File: src/rtl/tpb_pkg.sv
// Shared types and constants for the transparent pixel blit stream.
package tpb_pkg;

  localparam int CFG_DATA_W = 10;
  localparam int COL_W      = 9;
  localparam int ROW_W      = 10;
  localparam int COORD_W    = 10;
  localparam int PIXEL_W    = 16;

  localparam logic [COL_W-1:0] WIDTH_RESET  = 9'd320;
  localparam logic [ROW_W-1:0] HEIGHT_RESET = 10'd240;

  localparam logic [PIXEL_W-1:0] OPAQUE_MASK = 16'h8000;
  localparam logic [PIXEL_W-1:0] RG_MASK     = 16'h7fe0;
  localparam logic [PIXEL_W-1:0] BLUE_MASK   = 16'h001f;

  typedef enum logic [2:0] {
    REG_MODE     = 3'd0,
    REG_ORIGIN_X = 3'd1,
    REG_ORIGIN_Y = 3'd2,
    REG_WIDTH    = 3'd3,
    REG_HEIGHT   = 3'd4
  } reg_idx_t;

  typedef struct packed {
    logic               transparent_mode;
    logic [COORD_W-1:0] origin_x;
    logic [COORD_W-1:0] origin_y;
    logic [COL_W-1:0]   window_width;
    logic [ROW_W-1:0]   window_height;
  } cfg_t;

  typedef struct packed {
    logic [COL_W-1:0] column_count;
    logic [ROW_W-1:0] row_count;
    logic             gap_pending;
    logic             row_had_gap;
  } state_t;

  typedef struct packed {
    logic               positioned;
    logic [COORD_W-1:0] pos_x;
    logic [COORD_W-1:0] pos_y;
    logic [PIXEL_W-1:0] color;
    logic               window_done;
  } result_t;

endpackage

File: src/rtl/tpb_step.sv
// Per-pixel logic: window position, gap tracking and 1555 to 565 conversion.
module tpb_step #(
  parameter int MAX_ROW_PIXELS = 320
) (
  input  tpb_pkg::cfg_t                     cfg,
  input  tpb_pkg::state_t                   state,
  input  logic [tpb_pkg::PIXEL_W-1:0]       pixel,
  output tpb_pkg::state_t                   state_nxt,
  output tpb_pkg::result_t                  result,
  output logic                              emit
);
  import tpb_pkg::*;

  // Width port is 9 bits, so a limit above 511 never clamps.
  localparam int WMAX = (MAX_ROW_PIXELS > 511) ? 511 : MAX_ROW_PIXELS;

  logic [COL_W-1:0] eff_w;
  logic [ROW_W-1:0] eff_h;
  logic             last_col;
  logic             last_row;
  logic             done;
  logic             gap;
  logic             row_gap;

  always_comb begin
    if (cfg.window_width == '0) begin
      eff_w = COL_W'(1);
    end else if (cfg.window_width > COL_W'(WMAX)) begin
      eff_w = COL_W'(WMAX);
    end else begin
      eff_w = cfg.window_width;
    end
    eff_h = (cfg.window_height == '0) ? ROW_W'(1) : cfg.window_height;
  end

  assign last_col = ({1'b0, state.column_count} + (COL_W+1)'(1)) >= {1'b0, eff_w};
  assign last_row = ({1'b0, state.row_count} + (ROW_W+1)'(1)) >= {1'b0, eff_h};
  assign done     = last_col && last_row;

  always_comb begin
    gap     = state.gap_pending;
    row_gap = state.row_had_gap;
    emit    = 1'b1;

    result.positioned  = 1'b0;
    result.pos_x       = cfg.origin_x + {1'b0, state.column_count};
    result.pos_y       = cfg.origin_y + eff_h - state.row_count - COORD_W'(1);
    result.color       = pixel;
    result.window_done = done;

    // Row start: pick up the previous row's gap flag.
    if (state.column_count == '0) begin
      gap     = state.row_had_gap;
      row_gap = 1'b0;
    end

    if (cfg.transparent_mode) begin
      if ((pixel & OPAQUE_MASK) != '0) begin
        result.color = ((pixel & RG_MASK) << 1) | (pixel & BLUE_MASK);
        if (gap) begin
          result.positioned = 1'b1;
          gap               = 1'b0;
        end
      end else begin
        // Drop the word and mark the gap.
        emit    = 1'b0;
        gap     = 1'b1;
        row_gap = 1'b1;
      end
    end

    if (done) begin
      state_nxt.column_count = '0;
      state_nxt.row_count    = '0;
      state_nxt.gap_pending  = 1'b0;
      state_nxt.row_had_gap  = 1'b0;
    end else if (last_col) begin
      state_nxt.column_count = '0;
      state_nxt.row_count    = state.row_count + ROW_W'(1);
      state_nxt.gap_pending  = gap;
      state_nxt.row_had_gap  = row_gap;
    end else begin
      state_nxt.column_count = state.column_count + COL_W'(1);
      state_nxt.row_count    = state.row_count;
      state_nxt.gap_pending  = gap;
      state_nxt.row_had_gap  = row_gap;
    end
  end

endmodule

File: src/rtl/transparent_pixel_blit_stream_top.sv
// Top level of the transparent pixel blit stream.
//
// Takes window pixels (rows bottom first, left to right) on the in_ channel
// and issues display write commands on the out_ channel. Both channels use
// valid/stall: a word moves on a rising edge with valid high and stall low.
// Each input word is registered, then converted in one pass into the output
// register, which drives out_valid. One word per cycle is sustained while
// out_stall stays low; the only loop is the update of the window counters
// and gap flags in the compute stage.
// In transparent mode a pixel with bit 15 clear yields no output word.
// When out_stall is high the output word holds and in_stall rises once the
// input register also holds a word to emit; nothing is lost.
// The user must write registers through cfg_wr_en/cfg_index/cfg_data only
// while the block is idle; the block does not enforce this. Synchronous
// reset (rst_n low) empties both stages, clears counters and flags and loads
// the register reset values (plain mode, origin 0,0, window 320 x 240).
module transparent_pixel_blit_stream_top #(
  parameter int MAX_ROW_PIXELS = 320
) (
  input  logic                           clk,
  input  logic                           rst_n,
  input  logic                           cfg_wr_en,
  input  logic [2:0]                     cfg_index,
  input  logic [tpb_pkg::CFG_DATA_W-1:0] cfg_data,
  input  logic                           in_valid,
  output logic                           in_stall,
  input  logic [tpb_pkg::PIXEL_W-1:0]    in_pixel,
  output logic                           out_valid,
  input  logic                           out_stall,
  output logic                           out_positioned,
  output logic [tpb_pkg::COORD_W-1:0]    out_pos_x,
  output logic [tpb_pkg::COORD_W-1:0]    out_pos_y,
  output logic [tpb_pkg::PIXEL_W-1:0]    out_color,
  output logic                           out_window_done
);
  import tpb_pkg::*;

  cfg_t               cfg_r;
  state_t             state_r;
  state_t             state_nxt;
  logic               s1_valid_r;
  logic [PIXEL_W-1:0] s1_pixel_r;
  logic               out_valid_r;
  result_t            out_r;
  result_t            result;
  logic               emit;
  logic               out_free;
  logic               s1_adv;
  logic               in_take;

  tpb_step #(
    .MAX_ROW_PIXELS(MAX_ROW_PIXELS)
  ) u_step (
    .cfg       (cfg_r),
    .state     (state_r),
    .pixel     (s1_pixel_r),
    .state_nxt (state_nxt),
    .result    (result),
    .emit      (emit)
  );

  assign out_free = !out_valid_r || !out_stall;
  // A dropped pixel needs no room at the output.
  assign s1_adv   = s1_valid_r && (out_free || !emit);
  assign in_stall = s1_valid_r && !s1_adv;
  assign in_take  = in_valid && !in_stall;

  always_ff @(posedge clk) begin
    if (!rst_n) begin
      cfg_r.transparent_mode <= 1'b0;
      cfg_r.origin_x         <= '0;
      cfg_r.origin_y         <= '0;
      cfg_r.window_width     <= WIDTH_RESET;
      cfg_r.window_height    <= HEIGHT_RESET;
    end else if (cfg_wr_en) begin
      unique case (cfg_index)
        REG_MODE:     cfg_r.transparent_mode <= cfg_data[0];
        REG_ORIGIN_X: cfg_r.origin_x         <= cfg_data[COORD_W-1:0];
        REG_ORIGIN_Y: cfg_r.origin_y         <= cfg_data[COORD_W-1:0];
        REG_WIDTH:    cfg_r.window_width     <= cfg_data[COL_W-1:0];
        REG_HEIGHT:   cfg_r.window_height    <= cfg_data[ROW_W-1:0];
        default: ;
      endcase
    end
  end

  always_ff @(posedge clk) begin
    if (!rst_n) begin
      state_r     <= '0;
      s1_valid_r  <= 1'b0;
      out_valid_r <= 1'b0;
    end else begin
      if (s1_adv) begin
        state_r <= state_nxt;
      end
      if (in_take) begin
        s1_valid_r <= 1'b1;
      end else if (s1_adv) begin
        s1_valid_r <= 1'b0;
      end
      if (s1_adv && emit) begin
        out_valid_r <= 1'b1;
      end else if (!out_stall) begin
        out_valid_r <= 1'b0;
      end
    end
  end

  always_ff @(posedge clk) begin
    if (in_take) begin
      s1_pixel_r <= in_pixel;
    end
    if (s1_adv && emit) begin
      out_r <= result;
    end
  end

  assign out_valid       = out_valid_r;
  assign out_positioned  = out_r.positioned;
  assign out_pos_x       = out_r.pos_x;
  assign out_pos_y       = out_r.pos_y;
  assign out_color       = out_r.color;
  assign out_window_done = out_r.window_done;

  // Column count never reaches the all-ones code (width is at most 511).
  a_col_range: assert property (@(posedge clk) disable iff (!rst_n)
    state_r.column_count != {COL_W{1'b1}})
    else $error("column count out of range");

  // A delivered window end leaves counters and flags cleared.
  a_done_clears: assert property (@(posedge clk) disable iff (!rst_n)
    s1_adv && emit && result.window_done |=>
      state_r.column_count == '0 && state_r.row_count == '0 &&
      !state_r.gap_pending && !state_r.row_had_gap)
    else $error("window end did not clear state");

  // Pixels are dropped only in transparent mode.
  a_drop_mode: assert property (@(posedge clk) disable iff (!rst_n)
    s1_adv && !emit |-> cfg_r.transparent_mode)
    else $error("pixel dropped in plain mode");

  // An emitted pixel lands in the output register on the next edge.
  a_emit_out: assert property (@(posedge clk) disable iff (!rst_n)
    s1_adv && emit |=> out_valid_r)
    else $error("emitted word lost");

endmodule

File: config.mk
export PLATFORM = sky130hd
export DESIGN_NAME = transparent_pixel_blit_stream_top
export DESIGN_NICKNAME = d
export VERILOG_FILES = /design/src/rtl/tpb_pkg.sv /design/src/rtl/tpb_step.sv /design/src/rtl/transparent_pixel_blit_stream_top.sv
export SDC_FILE = /design/constraint.sdc
export NUM_CORES = 1
export LEC_CHECK = 0
export ABC_CLOCK_PERIOD_IN_PS = 6100
export BUFFER_PORTS_ARGS = -buffer_cell sky130_fd_sc_hd__buf_4
export CAP_MARGIN = 10
export CORE_MARGIN = 2
export CORE_UTILIZATION = 62
export CTS_CLUSTER_DIAMETER = 80
export DETAILED_ROUTE_END_ITERATION = 10
export PLACE_DENSITY = 0.84
export SYNTH_ARGS = -nofsm -noshare
export SYNTH_HDL_FRONTEND = slang
export SYNTH_SLANG_ARGS = --single-unit
File: constraint.sdc
create_clock -name clk -period 6.1 [get_ports clk]
set_clock_uncertainty 0.1 [all_clocks]
set_input_delay 0.915 -clock clk [delete_from_list [all_inputs] [get_ports clk]]
set_output_delay 0.915 -clock clk [all_outputs]
set_load 0.05 [all_outputs]
==> results.sh, run 1 <==
export IMPL_tightest_slew_ps=1056
export IMPL_cts_sinks=117
export IMPL_crit_chain="ha_1 > and3_1 > nand3_1 > xnor2_1 > ha_1 > a21oi_1 > o21a_1 > o21ai_2 > a21oi_2 > nand3_4 > o32ai_1"
export IMPL_synthTopCellsByArea="edfxtp_1 26%, dfxtp_1 20%, ha_1 7.9%, nand2_1 6.9%, a21boi_0 4.3%"
export IMPL_yosysTopAreaCell="edfxtp_1"
export IMPL_h_tree_depth=4
export IMPL_grt_overflow=0
export IMPL_die_h_um=103.8
export IMPL_regToRegSetupSlack_ps=2540
export IMPL_arrival_ps=3880
export IMPL_wirelength_um=14560
export IMPL_synth_common_cells="113 x nand2_1, 63 x dfxtp_1, 54 x edfxtp_1"
export IMPL_synth_most_common_cell="nand2_1"
export IMPL_required_ps=6410
export IMPL_cp_end_kind="flop"
export IMPL_cts_buffers=17
export IMPL_drtIter0Drc=283
export IMPL_yosys_warnings=0
export IMPL_cap_violations=0
export IMPL_hp_class="flop to flop"
export IMPL_dp_slack_ps=2718
export IMPL_async_flop_share=0
export IMPL_drive_gt1_frac=0.1974
export IMPL_avgViaCountPerCell=5.779
export IMPL_coreArea_um2=9729
export IMPL_diodes=0
export IMPL_r2r_start="state_r[2]$_SDFFE_PN0P_"
export IMPL_design_power_total_w=0.002142
export IMPL_slew_violations=0
export IMPL_syn_nets=695
export IMPL_cts_reportedPaths_clkPinSlew_ps=60
export IMPL_cp_start_kind="flop"
export IMPL_grt_pass1_wl_um=24180
export IMPL_placed_area_um2=6785
export IMPL_cts_hold_buf=0
export IMPL_period_share=0.5840
export IMPL_cts_buffer_depth=2
export IMPL_vias=4779
export IMPL_yosys_area_top_type_share=0.2626
export IMPL_grt_pass1_vias=4917
export IMPL_grt_max_degree=64
export IMPL_rsz0062_at_grt="no"
export IMPL_final_area_um2=7427
export IMPL_setup_viol_count_final=0
export IMPL_cts_setup_buffers=0
export IMPL_die_x_um=103.8
export IMPL_leakagePower_nw=2.974
export IMPL_min_period_ps=3563
export IMPL_final_nets=765
export IMPL_whs_endpoint="out_color[4]$_DFFE_PP_"
export IMPL_syn_inst=611
export IMPL_hp_start="s1_pixel_r[4]$_DFFE_PP_"
export IMPL_ant_nets=0
export IMPL_cts_tree="done"
export IMPL_worstSkewPairLatency_ps=520
export IMPL_fin_ws_ps=2537
export IMPL_drt_drc_violations_left=0
export IMPL_firstDrtPassIters=5
export IMPL_avgSynthCellArea_um2=10.11
export IMPL_cpPeakStageDelay_ps=560
export IMPL_critPathSlowestCell="a21oi_2"
export IMPL_syn_area_um2=6175
export IMPL_antenna_found_initial=0
export IMPL_cp_max_fo=12
export IMPL_placementRows=36
export IMPL_critPathMostFrequentCell="ha_1"
export IMPL_reg2reg_to="state_r[8]$_SDFFE_PN0P_"
export IMPL_hold_depth=0
export IMPL_fmax_mhz=280.7
export IMPL_synth_edf_count=54
export IMPL_port_buffers=73
export IMPL_place_hpwl_um=9963
export IMPL_crit_start="state_r[2]$_SDFFE_PN0P_"
export IMPL_cts_root_buf="clkbuf_8"
export IMPL_power_density_nw_per_um2=288.5
export IMPL_yosysUniqueCellTypes=59
export IMPL_synth_top_flop_cell="dfxtp_1"
export IMPL_slew_headroom=0.2942
export IMPL_status="complete, no violations"
export IMPL_finalSetupTns_ps=0
export IMPL_synth_seq_cells=117
export IMPL_grt_total_usage=0.2830
export IMPL_wl_per_cell_um=17.60
export IMPL_start_util=0.6346
export IMPL_hold_violations=0
export IMPL_crit_type="flop to flop"
export IMPL_r2r_cells=11
export IMPL_cts_resized=0
export IMPL_io_pins=74
export IMPL_die_area_um2=10770
export IMPL_seq_area_frac_synth=0.4669
export IMPL_vdd_ir_drop_max_mv=0.1778
export IMPL_nFillCells=688
export IMPL_area_growth_pct=20.28
export IMPL_gp_congestion=0.9026
report_power, final:
group / switching (W) / internal, W
clock: 0.000373 / 0.000707
sequential: 0.0000148 / 0.000854
combinational: 0.000123 / 0.0000703
total: 0.000511 / 0.00163
worst max-delay path by stage:
stage / end / slack [ps] / cells after the start
6_report: state_r[8]$_SDFFE_PN0P_ / 2540 / 11
5_1_grt: state_r[8]$_SDFFE_PN0P_ / 2390 / 11
4_1_cts: state_r[8]$_SDFFE_PN0P_ / 2620 / 11
3_5_place_dp: state_r[8]$_SDFFE_PN0P_ / 2720 / 11
3_3_place_gp: state_r[8]$_SDFFE_PN0P_ / 2860 / 11
2_1_floorplan: out_color[0]$_DFFE_PP_ / 2530 / 4
layout make-up:
type / count / area, um^2 / share of cell area
clock buffers: 17 / 414.1 / 0.05576
clock inverters: 15 / 227.7 / 0.03066
inverters: 43 / 161.4 / 0.02173
multi-input cells: 427 / 3012 / 0.4055
flip-flops and latches: 117 / 2883 / 0.3881
well taps: 133 / 166.4 / 0.02241
repair buffers: 75 / 563.0 / 0.07581
stage by stage:
step           hold WS [ps]  cells    util
6_report              321.1    827  0.7634
5_1_grt               336.6    827  0.7634
4_1_cts               316.6    827  0.7634
3_5_place_dp          304.5    795  0.6974
3_3_place_gp          300.9    795  0.6974
2_1_floorplan         300.3    611       -
flip-flops by register name, indices dropped and copies added, names as in the netlist:
| signal | cells |
|---|---|
| cfg_r | 40 |
| state_r | 21 |
| out_color | 16 |
| s1_pixel_r | 16 |
| out_pos_x | 10 |
| out_pos_y | 10 |
| out_positioned | 1 |
| out_valid | 1 |
| out_window_done | 1 |
| s1_valid_r | 1 |
worst max-delay path, delay by kind of cell, from the launching register on:
kind | cells | cell delay (ps)
and+or+nand+nor | 3 | 820
DFF | 1 | 410
xor gates and xnor gates | 1 | 210
adders and majority gates | 2 | 590
AOI/OAI and AO/OA | 5 | 1330
kinds of logic after synthesis:
| logic type | count (synthesis) | synth area share |
|---|---|---|
| AND/OR/NAND/NOR | 206 | 0.1570 |
| AO/OA/AOI/OAI | 122 | 0.1414 |
| flip-flops | 117 | 0.4669 |
| buffers and inverters | 67 | 0.04660 |
| adder cells (fa/ha/maj) | 50 | 0.1147 |
| XOR/XNOR | 39 | 0.05532 |
| multiplexers | 10 | 0.01803 |
metal layers:
layer | up-vias | GRT usage | part of all wire
met1 | 2285 | 0.3462 | 0.41
li1 | 2270 | - | -
met3 | 37 | 0.06293 | 0.063
met5 | - | 0 | 0
met2 | 187 | 0.4820 | 0.49
met4 | 0 | 0.1236 | 0.030
cells in the final DEF, fill, tap and decap left out, drive strengths merged, types with 5 or more instances in the layout:
| cell type | n |
|---|---|
| xor2 | 14 |
| fa | 11 |
| nor2b | 7 |
| nand2b | 5 |
| bufinv | 5 |
| mux2 | 9 |
| edfxtp | 54 |
| ha | 39 |
| clkbuf | 17 |
| nor3 | 7 |
| and3 | 5 |
| o211ai | 8 |
| a21oi | 17 |
| buf | 75 |
| a211oi | 7 |
| o22ai | 7 |
| o21a | 5 |
| o21ai | 17 |
| nand3 | 15 |
| a21o | 9 |
| xnor2 | 25 |
| nand2 | 113 |
| a21boi | 40 |
| nor2 | 24 |
| dfxtp | 63 |
| inv | 45 |
| nand4 | 9 |
No activity file was read; power rests on OpenSTA's default activity.
==> run 2, diff against run 1 <==
Settings changed: ABC_AREA set to 1, ABC_CLOCK_PERIOD_IN_PS 6100 to 3570, CORE_UTILIZATION 62 to 58, PLACE_DENSITY 0.84 to 0.8.
Clock period 6.1 ns to 3.57 ns, I/O delays scaled along.
==> results.sh, run 2 <==
export IMPL_multi_input_area_um2=2673
export IMPL_grt_overflow=0
export IMPL_die_x_um=105.8
export IMPL_ant_nets=0
export IMPL_cp_start_kind="flop"
export IMPL_nFillCells=751
export IMPL_h_tree_depth=4
export IMPL_avgSynthCellArea_um2=8.849
export IMPL_area_growth_pct=20.22
export IMPL_syn_inst=679
export IMPL_final_common_cell="nand2_1"
export IMPL_coreArea_um2=10180
export IMPL_whs_ps=86.90
export IMPL_io_pins=74
export IMPL_cap_violations=0
export IMPL_cts_hold_buf=0
export IMPL_slew_violations=0
export IMPL_yosysTopAreaCell="edfxtp_1"
export IMPL_crit_type="flop to flop"
export IMPL_wirelength_um=13740
export IMPL_arrival_ps=3120
export IMPL_grt_max_degree=50
export IMPL_syn_nets=763
export IMPL_wl_per_cell_um=15.14
export IMPL_fmax_mhz=360.2
export IMPL_hp_start="in_pixel[8]"
export IMPL_hold_violations=0
export IMPL_cts_resized=0
export IMPL_grt_pass1_wl_um=22490
export IMPL_async_flop_share=0
export IMPL_tightest_slew_ps=665.8
export IMPL_cts_reportedPaths_clkPinSlew_ps=60
export IMPL_slew_headroom=0.5556
export IMPL_die_h_um=105.8
export IMPL_synth_edf_count=54
export IMPL_hp_class="primary input to flop"
export IMPL_leakagePower_nw=3.320
export IMPL_reg_top3="cfg_r: 40 flops, state_r: 21 flops"
export IMPL_yosys_area_top_type_share=0.2699
export IMPL_synth_seq_cells=117
export IMPL_status="complete, no violations"
export IMPL_cts_sinks=117
export IMPL_synth_top_flop_cell="dfxtp_1"
export IMPL_antenna_found_initial=0
export IMPL_layoutNonFillerInstCount=907
export IMPL_vias=4850
export IMPL_cts_root_buf="clkbuf_8"
export IMPL_grt_pass1_vias=4806
export IMPL_port_buffers=73
export IMPL_vdd_ir_drop_max_mv=0.2845
export IMPL_largest_register="cfg_r"
export IMPL_mostFrequentLayoutCells="120 x nand2_1, 97 x inv_1, 74 x buf_4"
export IMPL_regToRegSetupSlack_ps=790
export IMPL_cp_max_fo=11
export IMPL_drtIter0Drc=395
export IMPL_yosys_warnings=0
export IMPL_cts_buffer_depth=2
export IMPL_rsz0062_at_grt="no"
export IMPL_gp_congestion=0.9185
export IMPL_cp_end_kind="flop"
export IMPL_grt_total_usage=0.2585
export IMPL_seqCellArea_um2=2883
export IMPL_whs_endpoint="s1_pixel_r[8]$_DFFE_PP_"
export IMPL_synth_common_cells="120 x nand2_1, 97 x inv_1, 68 x nor2_1"
export IMPL_final_nets=842
export IMPL_r2r_start="cfg_r[10]$_SDFFE_PN0P_"
export IMPL_die_area_um2=11190
export IMPL_drive_gt1_frac=0.1530
export IMPL_yosysUniqueCellTypes=36
export IMPL_start_util=0.5899
export IMPL_dpl_cell_count=875
export IMPL_avgViaCountPerCell=5.347
export IMPL_place_hpwl_um=10080
export IMPL_r2r_cells=16
export IMPL_cts_setup_buffers=0
export IMPL_min_period_ps=2776
export IMPL_cts_buffers=17
export IMPL_synth_most_common_cell="nand2_1"
export IMPL_reg2reg_to="state_r[15]$_SDFFE_PN0P_"
export IMPL_synthTopCellsByArea="edfxtp_1 27%, dfxtp_1 21%, ha_1 8.1%, nand2_1 7.5%, inv_1 6.1%"
export IMPL_power_density_nw_per_um2=489.2
export IMPL_finalSetupTns_ps=0
export IMPL_period_share=0.7777
export IMPL_setup_viol_count_final=0
export IMPL_hold_depth=1
export IMPL_diodes=0
export IMPL_firstDrtPassIters=6
export IMPL_placementRows=37
export IMPL_cts_tree="done"
export IMPL_finalCoreUtilization=0.7092
export IMPL_largest_register_ffs=40
export IMPL_worstSkewPairLatency_ps=520
export IMPL_drt_drc_violations_left=0
export IMPL_syn_area_um2=6008
export IMPL_seq_area_frac_synth=0.4798
export IMPL_required_ps=3910
[run 2: cell types whose count changed after synthesis, sizes merged, moves of 12 or more]
cell | previous run | this run
nor2 | 24 | 72
a21oi | 17 | 56
inv | 43 | 100
xnor2 | 25 | 9
nand2 | 113 | 125
a21boi | 40 | 0
o21ai | 17 | 45
[run 2: per-stage QoR]
step | worst slack, ps | power (W) | cell area, um^2
after floorplan | 1135 | 0.001855 | 6008
after global placement | 1004 | 0.001983 | 6684
after global routing | 490.7 | 0.003671 | 7223
after CTS | 800.9 | 0.003551 | 7223
after detailed placement | 833.8 | 0.002001 | 6684
final | 793.7 | 0.003533 | 7223
[run 2: worst max-delay path by stage]
stage | cells past startpoint | end | slack, ps | start
after floorplan | 12 | out_pos_y[9]$_DFFE_PP_ | 1140 | cfg_r[9]$_SDFFE_PN0P_
after global placement | 12 | out_pos_y[9]$_DFFE_PP_ | 1000 | cfg_r[7]$_SDFFE_PN1P_
after detailed placement | 16 | state_r[15]$_SDFFE_PN0P_ | 830 | cfg_r[10]$_SDFFE_PN0P_
after CTS | 16 | state_r[15]$_SDFFE_PN0P_ | 800 | cfg_r[10]$_SDFFE_PN0P_
after global routing | 19 | state_r[15]$_SDFFE_PN0P_ | 490 | cfg_r[10]$_SDFFE_PN0P_
final | 16 | state_r[15]$_SDFFE_PN0P_ | 790 | cfg_r[10]$_SDFFE_PN0P_
[run 2: cell type report]
class | instances | share of cell area
sequential | 117 | 0.3991
multi-input combinational | 445 | 0.3700
timing repair buffer | 75 | 0.07968
clock buffer | 21 | 0.05941
inverter | 102 | 0.05301
tap | 136 | 0.02356
clock inverter | 11 | 0.01524
[run 2: cell families after synthesis]
group,Yosys count,synth area share
buf+inv,117,0.07538
compound gates,114,0.1010
fa+ha+maj,50,0.1179
xor+xnor,29,0.04228
flops,117,0.4798
simple gates,252,0.1837
[run 2: critical path: stages, from the launching register on]
cell and delay, ps:
dfxtp_1 310, nor4_1 410, nand4_1 140, nand3b_1 250, nand2_1 110, ha_1 300
nand2_1 70, nand2_1 50, a21oi_1 110, nand2_1 70, nand2_1 60, nand2_1 50
nand2_1 90, nand2_4 100, nand2_4 150, nand2_2 150, nor3_1 180
[run 2: power breakdown]
group | internal, W | switching [W] | total [W]
sequential | 0.00148 | 0.0000362 | 0.00152
combinational | 0.000157 | 0.000305 | 0.000462
clock | 0.000980 | 0.000574 | 0.00155
total | 0.00262 | 0.000915 | 0.00353
[run 2: metal layers]
layer	GRT usage	up-vias	wire length [um]
met5	0	-	0
met4	0.1109	0	358
met3	0.05628	39	645
met2	0.4636	151	7220
met1	0.2961	2267	5512
li1	-	2393	-
